<file path="src/bfd_control_packet_receive_check_defines.svh">
// assertion macros for the bfd receive check top level
`ifndef BFD_CONTROL_PACKET_RECEIVE_CHECK_DEFINES_SVH
`define BFD_CONTROL_PACKET_RECEIVE_CHECK_DEFINES_SVH

`ifndef SYNTHESIS
// property checked while out of reset
`define BFDRC_ASSERT(lbl, clk, rst_n, prop, msg) \
  lbl: assert property (@(posedge clk) disable iff (!rst_n) (prop)) else $error(msg);
// property checked at every edge, reset included
`define BFDRC_ASSERT_ALWAYS(lbl, clk, prop, msg) \
  lbl: assert property (@(posedge clk) (prop)) else $error(msg);
`else
`define BFDRC_ASSERT(lbl, clk, rst_n, prop, msg)
`define BFDRC_ASSERT_ALWAYS(lbl, clk, prop, msg)
`endif

`endif

</file>
<file path="src/bfdrc_pkg.sv">
package bfdrc_pkg;

  localparam int NUM_SESSIONS = 16;
  localparam int SESS_IW = (NUM_SESSIONS > 1) ? $clog2(NUM_SESSIONS) : 1;
  localparam int SESS_CW = 11;

  localparam int IN_TDATA_W  = 240;
  localparam int OUT_TDATA_W = 72;

  localparam logic [2:0] PROTO_VERSION = 3'd1;
  localparam logic [4:0] DIAG_MAX      = 5'd8;
  localparam logic [7:0] PKT_LENGTH    = 8'd24;
  localparam logic [1:0] ST_ADMIN_DOWN = 2'd0;
  localparam logic [1:0] ST_DOWN       = 2'd1;

  // 2^38 / 1000 rounded up, exact for any 32-bit dividend after >> 38
  localparam logic [28:0] MS_MAGIC = 29'd274877907;
  localparam int          MS_SHIFT = 38;

  // status codes; state out of range cannot happen with a two-bit state
  localparam logic [3:0] STAT_OK         = 4'd0;
  localparam logic [3:0] STAT_VERSION    = 4'd1;
  localparam logic [3:0] STAT_DIAG       = 4'd2;
  localparam logic [3:0] STAT_POLL_FINAL = 4'd4;
  localparam logic [3:0] STAT_AUTH       = 4'd5;
  localparam logic [3:0] STAT_DEMAND     = 4'd6;
  localparam logic [3:0] STAT_MULTIPOINT = 4'd7;
  localparam logic [3:0] STAT_ZERO_MULT  = 4'd8;
  localparam logic [3:0] STAT_LENGTH     = 4'd9;
  localparam logic [3:0] STAT_ZERO_SDISC = 4'd10;
  localparam logic [3:0] STAT_RDISC      = 4'd11;
  localparam logic [3:0] STAT_ECHO       = 4'd12;

  // change mask bit positions
  localparam int CHG_DIAG  = 0;
  localparam int CHG_STATE = 1;
  localparam int CHG_MULT  = 2;
  localparam int CHG_DISCR = 3;
  localparam int CHG_TX    = 4;
  localparam int CHG_RX    = 5;

  typedef struct packed {
    logic [3:0]  session;
    logic        sess_ok;
    logic [3:0]  status;
    logic [4:0]  diag;
    logic [1:0]  state;
    logic [7:0]  mult;
    logic [31:0] sender_discr;
    logic [22:0] tx_ms;
    logic [22:0] rx_ms;
    logic [7:0]  fire_count;
  } decoded_t;

  typedef struct packed {
    logic [3:0]  status;
    logic        restart_tx_timer;
    logic        restart_detect_timer;
    logic [7:0]  fire_count_out;
    logic [5:0]  change_mask;
    logic [22:0] remote_tx_ms;
    logic [22:0] remote_rx_ms;
  } result_t;

endpackage

</file>
<file path="src/bfdrc_decode.sv">
module bfdrc_decode (
  input  logic                               clk,
  input  logic                               load,
  input  logic [bfdrc_pkg::IN_TDATA_W-1:0]   in_word,
  output bfdrc_pkg::decoded_t                dec
);
  import bfdrc_pkg::*;

  logic [3:0]  session;
  logic [31:0] hdr;
  logic [31:0] sdis;
  logic [31:0] rdis;
  logic [31:0] tx_us;
  logic [31:0] rx_us;
  logic [31:0] echo;
  logic [31:0] ldis;
  logic [7:0]  fire;
  logic [60:0] tx_prod;
  logic [60:0] rx_prod;
  logic [3:0]  status;
  decoded_t    dec_nxt;
  decoded_t    dec_r;

  assign session = in_word[3:0];
  assign hdr     = in_word[35:4];
  assign sdis    = in_word[67:36];
  assign rdis    = in_word[99:68];
  assign tx_us   = in_word[131:100];
  assign rx_us   = in_word[163:132];
  assign echo    = in_word[195:164];
  assign ldis    = in_word[227:196];
  assign fire    = in_word[235:228];

  // divide by 1000 as multiply by reciprocal
  assign tx_prod = {29'd0, tx_us} * {32'd0, MS_MAGIC};
  assign rx_prod = {29'd0, rx_us} * {32'd0, MS_MAGIC};

  // checks in priority order, first failure wins
  always_comb begin
    status = STAT_OK;
    if (hdr[31:29] != PROTO_VERSION) begin
      status = STAT_VERSION;
    end else if (hdr[28:24] > DIAG_MAX) begin
      status = STAT_DIAG;
    end else if (hdr[21] && hdr[20]) begin
      status = STAT_POLL_FINAL;
    end else if (hdr[18]) begin
      status = STAT_AUTH;
    end else if (hdr[17]) begin
      status = STAT_DEMAND;
    end else if (hdr[16]) begin
      status = STAT_MULTIPOINT;
    end else if (hdr[15:8] == 8'd0) begin
      status = STAT_ZERO_MULT;
    end else if (hdr[7:0] != PKT_LENGTH) begin
      status = STAT_LENGTH;
    end else if (sdis == 32'd0) begin
      status = STAT_ZERO_SDISC;
    end else if ((rdis == 32'd0) && (hdr[23:22] != ST_ADMIN_DOWN) &&
                 (hdr[23:22] != ST_DOWN)) begin
      status = STAT_RDISC;
    end else if ((rdis != 32'd0) && (rdis != ldis)) begin
      status = STAT_RDISC;
    end else if (echo != 32'd0) begin
      status = STAT_ECHO;
    end
  end

  always_comb begin
    dec_nxt.session      = session;
    dec_nxt.sess_ok      = {7'd0, session} < SESS_CW'(NUM_SESSIONS);
    dec_nxt.status       = status;
    dec_nxt.diag         = hdr[28:24];
    dec_nxt.state        = hdr[23:22];
    dec_nxt.mult         = hdr[15:8];
    dec_nxt.sender_discr = sdis;
    dec_nxt.tx_ms        = tx_prod[MS_SHIFT+22:MS_SHIFT];
    dec_nxt.rx_ms        = rx_prod[MS_SHIFT+22:MS_SHIFT];
    dec_nxt.fire_count   = fire;
  end

  always_ff @(posedge clk) begin
    if (load) begin
      dec_r <= dec_nxt;
    end
  end

  assign dec = dec_r;

endmodule

</file>
<file path="src/bfdrc_session_table.sv">
module bfdrc_session_table (
  input  logic                 clk,
  input  logic                 rst_n,
  input  logic                 load,
  input  bfdrc_pkg::decoded_t  dec,
  output bfdrc_pkg::result_t   res
);
  import bfdrc_pkg::*;

  logic [4:0]  diag_r  [NUM_SESSIONS];
  logic [1:0]  state_r [NUM_SESSIONS];
  logic [7:0]  mult_r  [NUM_SESSIONS];
  logic [31:0] discr_r [NUM_SESSIONS];
  logic [22:0] tx_r    [NUM_SESSIONS];
  logic [22:0] rx_r    [NUM_SESSIONS];

  logic [SESS_IW-1:0] idx;
  logic               upd;
  logic [4:0]         cur_diag;
  logic [1:0]         cur_state;
  logic [7:0]         cur_mult;
  logic [31:0]        cur_discr;
  logic [22:0]        cur_tx;
  logic [22:0]        cur_rx;
  logic [5:0]         mask;
  logic [7:0]         fire;
  result_t            res_nxt;
  result_t            res_r;

  assign idx = SESS_IW'(dec.session);
  assign upd = dec.sess_ok && (dec.status == STAT_OK);

  // out-of-range sessions read as zero
  always_comb begin
    cur_diag  = '0;
    cur_state = '0;
    cur_mult  = '0;
    cur_discr = '0;
    cur_tx    = '0;
    cur_rx    = '0;
    if (dec.sess_ok) begin
      cur_diag  = diag_r[idx];
      cur_state = state_r[idx];
      cur_mult  = mult_r[idx];
      cur_discr = discr_r[idx];
      cur_tx    = tx_r[idx];
      cur_rx    = rx_r[idx];
    end
  end

  always_comb begin
    mask = '0;
    fire = dec.fire_count;
    if (upd) begin
      mask[CHG_DIAG]  = dec.diag != cur_diag;
      mask[CHG_STATE] = dec.state != cur_state;
      mask[CHG_MULT]  = dec.mult != cur_mult;
      mask[CHG_DISCR] = dec.sender_discr != cur_discr;
      mask[CHG_TX]    = dec.tx_ms != cur_tx;
      mask[CHG_RX]    = dec.rx_ms != cur_rx;
      // new multiplier is never zero here
      if (mask[CHG_MULT] && (dec.fire_count >= dec.mult)) begin
        fire = dec.mult - 8'd1;
      end
    end
    res_nxt.status               = dec.status;
    res_nxt.restart_tx_timer     = mask[CHG_RX];
    res_nxt.restart_detect_timer = mask[CHG_MULT] | mask[CHG_TX];
    res_nxt.fire_count_out       = fire;
    res_nxt.change_mask          = mask;
    res_nxt.remote_tx_ms         = upd ? dec.tx_ms : cur_tx;
    res_nxt.remote_rx_ms         = upd ? dec.rx_ms : cur_rx;
  end

  always_ff @(posedge clk) begin
    if (!rst_n) begin
      for (int i = 0; i < NUM_SESSIONS; i++) begin
        diag_r[i]  <= '0;
        state_r[i] <= '0;
        mult_r[i]  <= '0;
        discr_r[i] <= '0;
        tx_r[i]    <= '0;
        rx_r[i]    <= '0;
      end
    end else if (load && upd) begin
      diag_r[idx]  <= dec.diag;
      state_r[idx] <= dec.state;
      mult_r[idx]  <= dec.mult;
      discr_r[idx] <= dec.sender_discr;
      tx_r[idx]    <= dec.tx_ms;
      rx_r[idx]    <= dec.rx_ms;
    end
  end

  always_ff @(posedge clk) begin
    if (load) begin
      res_r <= res_nxt;
    end
  end

  assign res = res_r;

endmodule

</file>
<file path="src/bfd_control_packet_receive_check.sv">
// path: an accepted word goes through the decode register, then the result register,
//   before it shows on out_tdata
// throughput: one word per cycle while out_tready stays high, set by the decode
//   stage and the session table update
// reset: synchronous active-low rst_n clears both valid flags and sets every
//   session's stored remote values to zero; no clearing pass is needed
module bfd_control_packet_receive_check (
  input  logic                                clk,
  input  logic                                rst_n,
  // session[3:0], header_word[35:4], sender_discr[67:36], receiver_discr[99:68],
  // desired_tx_us[131:100], required_rx_us[163:132], echo_rx_us[195:164],
  // local_discr[227:196], fire_count[235:228], zero pad[239:236]
  input  logic [bfdrc_pkg::IN_TDATA_W-1:0]    in_tdata,
  input  logic                                in_tvalid,
  output logic                                in_tready,
  // status[3:0], restart_tx_timer[4], restart_detect_timer[5],
  // fire_count_out[13:6], change_mask[19:14], remote_tx_ms[42:20],
  // remote_rx_ms[65:43], zero pad[71:66]
  output logic [bfdrc_pkg::OUT_TDATA_W-1:0]   out_tdata,
  output logic                                out_tvalid,
  input  logic                                out_tready
);
  import bfdrc_pkg::*;

`include "bfd_control_packet_receive_check_defines.svh"

  // decode stage holds one word, the result register another
  logic       dec_vld_r;
  logic       dec_vld_nxt;
  logic       out_vld_r;
  logic       out_vld_nxt;
  logic       out_room;
  logic       dec_adv;
  logic       in_acc;
  decoded_t   dec;
  result_t    res;

  // result register is free when empty or being drained this cycle
  assign out_room  = !out_vld_r || out_tready;
  assign dec_adv   = dec_vld_r && out_room;
  assign in_tready = !dec_vld_r || out_room;
  assign in_acc    = in_tvalid && in_tready;

  always_comb begin
    dec_vld_nxt = dec_vld_r;
    if (in_acc) begin
      dec_vld_nxt = 1'b1;
    end else if (dec_adv) begin
      dec_vld_nxt = 1'b0;
    end
    out_vld_nxt = out_vld_r;
    if (dec_adv) begin
      out_vld_nxt = 1'b1;
    end else if (out_tready) begin
      out_vld_nxt = 1'b0;
    end
  end

  always_ff @(posedge clk) begin
    if (!rst_n) begin
      dec_vld_r <= 1'b0;
      out_vld_r <= 1'b0;
    end else begin
      dec_vld_r <= dec_vld_nxt;
      out_vld_r <= out_vld_nxt;
    end
  end

  // field checks and interval conversion to ms
  bfdrc_decode u_decode (
    .clk     (clk),
    .load    (in_acc),
    .in_word (in_tdata),
    .dec     (dec)
  );

  // per-session compare, update and result register; the table is written
  // at the same edge the word moves on, so the next word sees fresh values
  bfdrc_session_table u_table (
    .clk   (clk),
    .rst_n (rst_n),
    .load  (dec_adv),
    .dec   (dec),
    .res   (res)
  );

  assign out_tvalid = out_vld_r;
  assign out_tdata  = {6'd0, res.remote_rx_ms, res.remote_tx_ms, res.change_mask,
                       res.fire_count_out, res.restart_detect_timer,
                       res.restart_tx_timer, res.status};

  `BFDRC_ASSERT_ALWAYS(a_out_idle_after_reset, clk, !rst_n |=> !out_tvalid, "result valid right after reset")
  `BFDRC_ASSERT(a_fail_no_change, clk, rst_n, (out_tvalid && (res.status != STAT_OK)) |-> ((res.change_mask == 6'd0) && !res.restart_tx_timer && !res.restart_detect_timer), "failed packet reported a change")
  `BFDRC_ASSERT(a_detect_restart, clk, rst_n, out_tvalid |-> (res.restart_detect_timer == (res.change_mask[CHG_MULT] | res.change_mask[CHG_TX])), "detect restart disagrees with mask")
  `BFDRC_ASSERT(a_tx_restart, clk, rst_n, out_tvalid |-> (res.restart_tx_timer == res.change_mask[CHG_RX]), "tx restart disagrees with mask")

endmodule

</file>
<file path="config.mk">
export PLATFORM = sky130hd
export DESIGN_NAME = bfd_control_packet_receive_check
export DESIGN_NICKNAME = d
export VERILOG_FILES = /design/src/bfdrc_pkg.sv /design/src/bfdrc_decode.sv /design/src/bfdrc_session_table.sv /design/src/bfd_control_packet_receive_check.sv
export VERILOG_INCLUDE_DIRS = /design/src /design/src/src
export SDC_FILE = /design/constraint.sdc
export NUM_CORES = 2
export LEC_CHECK = 0
export ABC_AREA = 1
export BUFFER_PORTS_ARGS = -buffer_cell sky130_fd_sc_hd__buf_2
export CAP_MARGIN = 40
export CORE_UTILIZATION = 45
export CTS_CLUSTER_DIAMETER = 30
export CTS_CLUSTER_SIZE = 30
export DETAILED_ROUTE_END_ITERATION = 8
export GPL_ROUTABILITY_DRIVEN = 0
export PLACE_DENSITY = 0.66
export RECOVER_POWER = 25
export SLEW_MARGIN = 10
export SYNTH_ARGS = -nofsm -noshare
export SYNTH_HDL_FRONTEND = slang
export SYNTH_SLANG_ARGS = --single-unit
</file>
<file path="constraint.sdc">
create_clock -name clk -period 13.7 [get_ports clk]
set_clock_uncertainty 0.15 [all_clocks]
set_input_delay 1.37 -clock clk [delete_from_list [all_inputs] [get_ports clk]]
set_output_delay 1.37 -clock clk [all_outputs]
set_load 0.01 [all_outputs]
</file>
## Word-level counts from Yosys, hierarchy flattened

Memory sizes are Yosys's and may differ from the RTL's. A register that Yosys moved wholly into a read port is not among the register bits.
Index checks and enable logic that the tools add are counted.
Widths: inputs -> output; s select.

- Memories kept: 6
- Memory bits (writable): 1488
- Logic and storage cells: 120
- Register bits: 177
- Input bits: 244
- Output and inout bits: 74

Memories:

| memory | words | width | rd ports | clocked after Yosys merged registers in | wr ports | RTL line | RTL |
|---|---|---|---|---|---|---|---|
| u_table.discr_r | 16 | 32 | 1 | 1 | 16 | bfdrc_session_table.sv:13 | `logic [31:0] discr_r [NUM_SESSIONS];` |
| u_table.rx_r | 16 | 23 | 1 | 1 | 16 | bfdrc_session_table.sv:15 | `logic [22:0] rx_r [NUM_SESSIONS];` |
| u_table.tx_r | 16 | 23 | 1 | 1 | 16 | bfdrc_session_table.sv:14 | `logic [22:0] tx_r [NUM_SESSIONS];` |
| u_table.mult_r | 16 | 8 | 1 | 1 | 16 | bfdrc_session_table.sv:12 | `logic [7:0] mult_r [NUM_SESSIONS];` |
| u_table.diag_r | 16 | 5 | 1 | 1 | 16 | bfdrc_session_table.sv:10 | `logic [4:0] diag_r [NUM_SESSIONS];` |
| u_table.state_r | 16 | 2 | 1 | 1 | 16 | bfdrc_session_table.sv:11 | `logic [1:0] state_r [NUM_SESSIONS];` |

- Order comparisons: 2
- Bitwise logic cells: 1
- Mux-type cells: 48
- Eq/ne operators: 10
- Add/subtract/negate cells: 1
- Reduce and logical (&&, ||, !) cells: 29
- $mul: 2

Operator list:

| kind | count |
|---|---|
| $mul 32x29->61 const B | 2 |
| $mux 23 | 4 |
| $mux 4 | 18 |
| $logic_not 32->1 | 2 |
| $ne 32x32->1 | 2 |
| $reduce_bool 32->1 | 2 |
| $ne 23x23->1 | 2 |
| $reduce_or 23->1 | 2 |
| $mux 32 | 1 |
| $reduce_or 32->1 | 1 |
| $mux 8 | 3 |
| $mux 1 | 14 |
| $mux 3 | 4 |
| $ge 8x8->1 | 1 |
| $logic_and 1x1->1 | 8 |
| $logic_not 8->1 | 1 |
| $ne 8x5->1 const B | 1 |
| $ne 8x8->1 | 1 |
| $reduce_or 8->1 | 1 |
| $sub 8x1->8 const B | 1 |
| $mux 6 | 1 |
| $reduce_bool 2->1 | 3 |
| $reduce_or 6->1 | 1 |
| $gt 5x4->1 const B | 1 |
| other kinds (12) | 16 |

## Logic depth before layout (Yosys ltp)

- Depth in word-level cells: 12
- Mapped depth: 27
- Gate-level depth less buffers: 27

## Hierarchy

A second synthesis with hierarchy kept.

- Cell total of the unflattened synthesis: 11444
- Area total of the unflattened synthesis: 106098.0 um^2

Modules (own cells, without submodules):

| module | sequential area each (um^2) | cells an instance | area an instance (um^2) | times used |
|---|---|---|---|---|
| bfdrc_session_table | 46634.7 | 7445 | 70398.8 | 1 |
| bfdrc_decode | 3273.1 | 3979 | 35555.4 | 1 |
| bfd_control_packet_receive_check | 40.0 | 20 | 143.9 | 1 |

## Least setup slack after synthesis

No wires, ideal clock.

- Kind: in2reg
- Start: input out_tready
- End: memory u_table.diag_r[0][0] (enable)
- Path buffers: 2
- Library setup time: 455 ps
- Cell stages on the path: 8
- Data required time: 13095 ps
- Slack: 4935 ps
- Data arrival time: 8160 ps
- Cell sequence: inv_1 a21oi_1 nand3_1 nor3_2 nand2_1 buf_2 buf_2 nand2_1

RTL lines:

| element | RTL line | RTL |
|---|---|---|
| start, declared | bfd_control_packet_receive_check.sv:21 | `input logic out_tready` |
| end, declared | bfdrc_session_table.sv:10 |  |

==> results.ini <==
[finish]
layout-drive-gt1-share = 0.0746
syn_to_final_growth_pct = 14.0
final_cell_count_no_fill = 14800
fin_nets = 13000
stdcell_area_mm2 = 0.122

[placement]
port_buffers = 306
placed_area_mm2 = 0.111
pre_cts_slack_ns = 5.63
dp_hpwl_mm = 203
placed_cells = 14200

[min_path]
hold_path_depth = 0
hold_path_class = flip-flop to flip-flop

[setup_path]
path_max_fanout = 83
start_kind = flip-flop
r2r_setup_slack_ns = 3.70
endpoint_kind = flip-flop
arrival_ns = 10.47
critical_path_class = flip-flop to flip-flop
cp.required_ns = 14.17
rr_worst_depth = 15

[global_route]
grt_pass1_wl_mm = 489
grtUsageTotal = 0.271
antenna_found_initial = 11
grt_max_degree = 218
grt_pass1_vias = 82300
grt_overflow = 0

[route]
firstDrtPassIters = 8
vias = 81800
viasPerCell = 5.52
routed_wl_mm = 326
drc = 0
wl_met3_mm = 30.1
highest_layer = met4
wl_met2_mm = 157
wl_per_cell_um = 22.0
drt-initial-drc-count = 9173
drtAntennaViolNets = 0
met1_length_mm = 124

[clock_tree]
path_clk_slew_ns = 0.05
postCtsSetupBuffers = 0
cts_tree = done
clock-sinks = 1668
cts_buffers = 332
htree_levels = 5
clockBufferDepth = 4
post_cts_resize_count = 0
clock_latency_ns = 0.95
ctsHoldBuffers = 0
cts-root-buf = clkbuf_16

[status]
outcome = complete, but fails checks
violations = capacitance limit, slew limit

[sta]
worst_slack_ns = 3.70
tns_ns = 0
final-hold-violation-count = 0
tightestPinTransition_ns = 6.54
whs_ns = 0.376
fmaxAchievable_mhz = 100
post-route-min-period_ns = 10.00
setup_viol = 0
slew_viol_final = 961
rsz0062_at_grt = no
period_share = 0.730
max_slew_margin = -3.36

[power_and_ir_drop]
p_comb_frac = 0.577
p_sw_mw = 15.7
switching_share = 0.467
irDropWorstVdd_mv = 0.485
power.density_mw_per_mm2 = 275
clockPowerShare = 0.237
seqPwrFrac = 0.186
p_leak_nw = 54.5
internal_power_mw = 17.8

[die]
dieWidth_um = 489
rows = 178
start_util = 0.453
dieArea_mm2 = 0.239
core-area_mm2 = 0.236
die_height_um = 489
ioPinCount = 318

[yosys]
ys_types = 56
avgSynthCellArea_um2 = 9.52
synthArstFlopShare = 0
netlist.area_leader.share = 0.467
synthTopCellsByArea = edfxtp_1 47%, fa_1 11%, ha_1 9.2%
yosysSeqAreaShare = 0.468
synth-edff-count = 1662
synthFlopType = edfxtp_1
yosysWarningCount = 0
synth_area_mm2 = 0.107
synth_seq_cells = 1668
postSynthCellCount = 11200
synth_top_area_cell = edfxtp_1

[flow_run]
drv_cap = 29

-- power groups by stage --
stage          registers, mW  clock network [mW]  logic (mW)
2_1_floorplan           6.25                   0        13.3
3_3_place_gp            6.30                   0        18.7
3_5_place_dp            6.31                   0        18.9
4_1_cts                 6.21                7.99        19.0
5_1_grt                 6.23                8.23        21.8
6_report                6.22                7.95        19.3
-- worst paths after layout --
path,from,endpoint
max reg2reg,flip-flop,u_table.res[60]
min reg2reg,u_decode.dec[101],u_table.res[62]
min,u_decode.dec[101],u_table.res[62]
max,flip-flop,u_table.res[60]
-- sequential cells by signal, indices dropped and copies added (netlist names), named ones only --
| register | flops |
|---|---|
| u_table.state_r | 32 |
| u_table.res | 65 |
| u_table.tx_r | 368 |
| dec_vld_r | 1 |
| u_table.mult_r | 128 |
| u_table.rx_r | 368 |
| u_decode.dec | 109 |
| out_tvalid | 1 |
| u_table.discr_r | 512 |
| u_table.diag_r | 80 |
-- layout by cell type, fill, tap and decap left out, types with 6 or more instances in the layout --
| cell type | instances |
|---|---|
| xor2_1 | 41 |
| clkbuf_1 | 163 |
| o211ai_1 | 193 |
| clkinv_4 | 27 |
| fa_1 | 596 |
| inv_6 | 27 |
| diode_2 | 6 |
| a31oi_1 | 15 |
| o21ai_1 | 73 |
| o221ai_1 | 8 |
| o22ai_1 | 9 |
| a21o_1 | 21 |
| buf_12 | 8 |
| nor2_1 | 2491 |
| edfxtp_1 | 1662 |
| a21boi_0 | 13 |
| nor4_1 | 25 |
| nor3_1 | 30 |
| clkinvlp_4 | 41 |
| a21oi_1 | 187 |
| clkbuf_16 | 335 |
| nand2_4 | 19 |
| o21bai_1 | 18 |
| conb_1 | 6 |
| buf_2 | 199 |
| nand2_1 | 1589 |
| buf_16 | 23 |
| clkinv_2 | 36 |
| nand4_1 | 34 |
| inv_1 | 1490 |
| o21ai_0 | 505 |
| xnor2_1 | 18 |
| ha_1 | 785 |
| buf_4 | 81 |
| nand3_1 | 659 |
| bufinv_16 | 41 |
| clkinv_1 | 127 |
| o21a_1 | 15 |
-- cells in the mapped netlist (25+ instances only) --
cell type,number
nor3_1,26
nor2_1,2491
inv_1,1493
nand2_1,1607
o21ai_1,73
ha_1,785
fa_1,596
edfxtp_1,1662
nand3_1,659
buf_2,244
nor4_1,25
o211ai_1,193
clkbuf_1,217
buf_1,35
buf_4,43
nand4_1,34
buf_6,43
o21ai_0,505
a21oi_1,188
clkinv_1,89
xor2_1,41
-- area by class of cell --
cell class	instances	area [µm²]
Fill cell	21000	114000
Sequential cell	1668	50000
Multi-Input combinational cell	7390	48000
Clock buffer	368	8510
Inverter	1585	5990
Tap cell	3150	3940
Timing Repair Buffer	442	2890
Clock inverter	218	2430
Antenna cell	6	15.0
-- per-layer routing --
layer	vias up	track usage
met2	4203	0.459
li1	36900	-
met4	0	0.121
met5	-	0
met1	39700	0.342
met3	898	0.0400
-- logic make-up after synthesis --
family          share of synthesized area
simple gates                        0.182
buf+inv                            0.0839
flops                               0.468
fa+ha+maj                           0.204
compound gates                     0.0574
xor+xnor                          0.00484
other cells                     0.0000351
-- critical path, stage by stage, from the launching register on --
cell,delay (ns)
dfxtp_4,0.46
clkinvlp_2,0.61
clkbuf_1,4.58
clkbuf_1,1.41
buf_16,0.36
nand3_1,0.13
nand3_1,0.11
nand2_1,0.10
nand2_1,0.07
nand2_1,0.11
nor2_1,0.18
nand2_1,0.08
nor2_1,0.23
nand3_1,0.64
nand2_1,0.31
nand2_1,0.08
-- stage by stage --
| stage | power (mW) | utilization |
|---|---|---|
| 2_1_floorplan | 19.6 | - |
| 3_3_place_gp | 25.0 | 0.468 |
| 3_5_place_dp | 25.2 | 0.472 |
| 4_1_cts | 33.2 | 0.519 |
| 5_1_grt | 36.3 | 0.517 |
| 6_report | 33.5 | 0.517 |
Power figures use the tool's default switching activity.
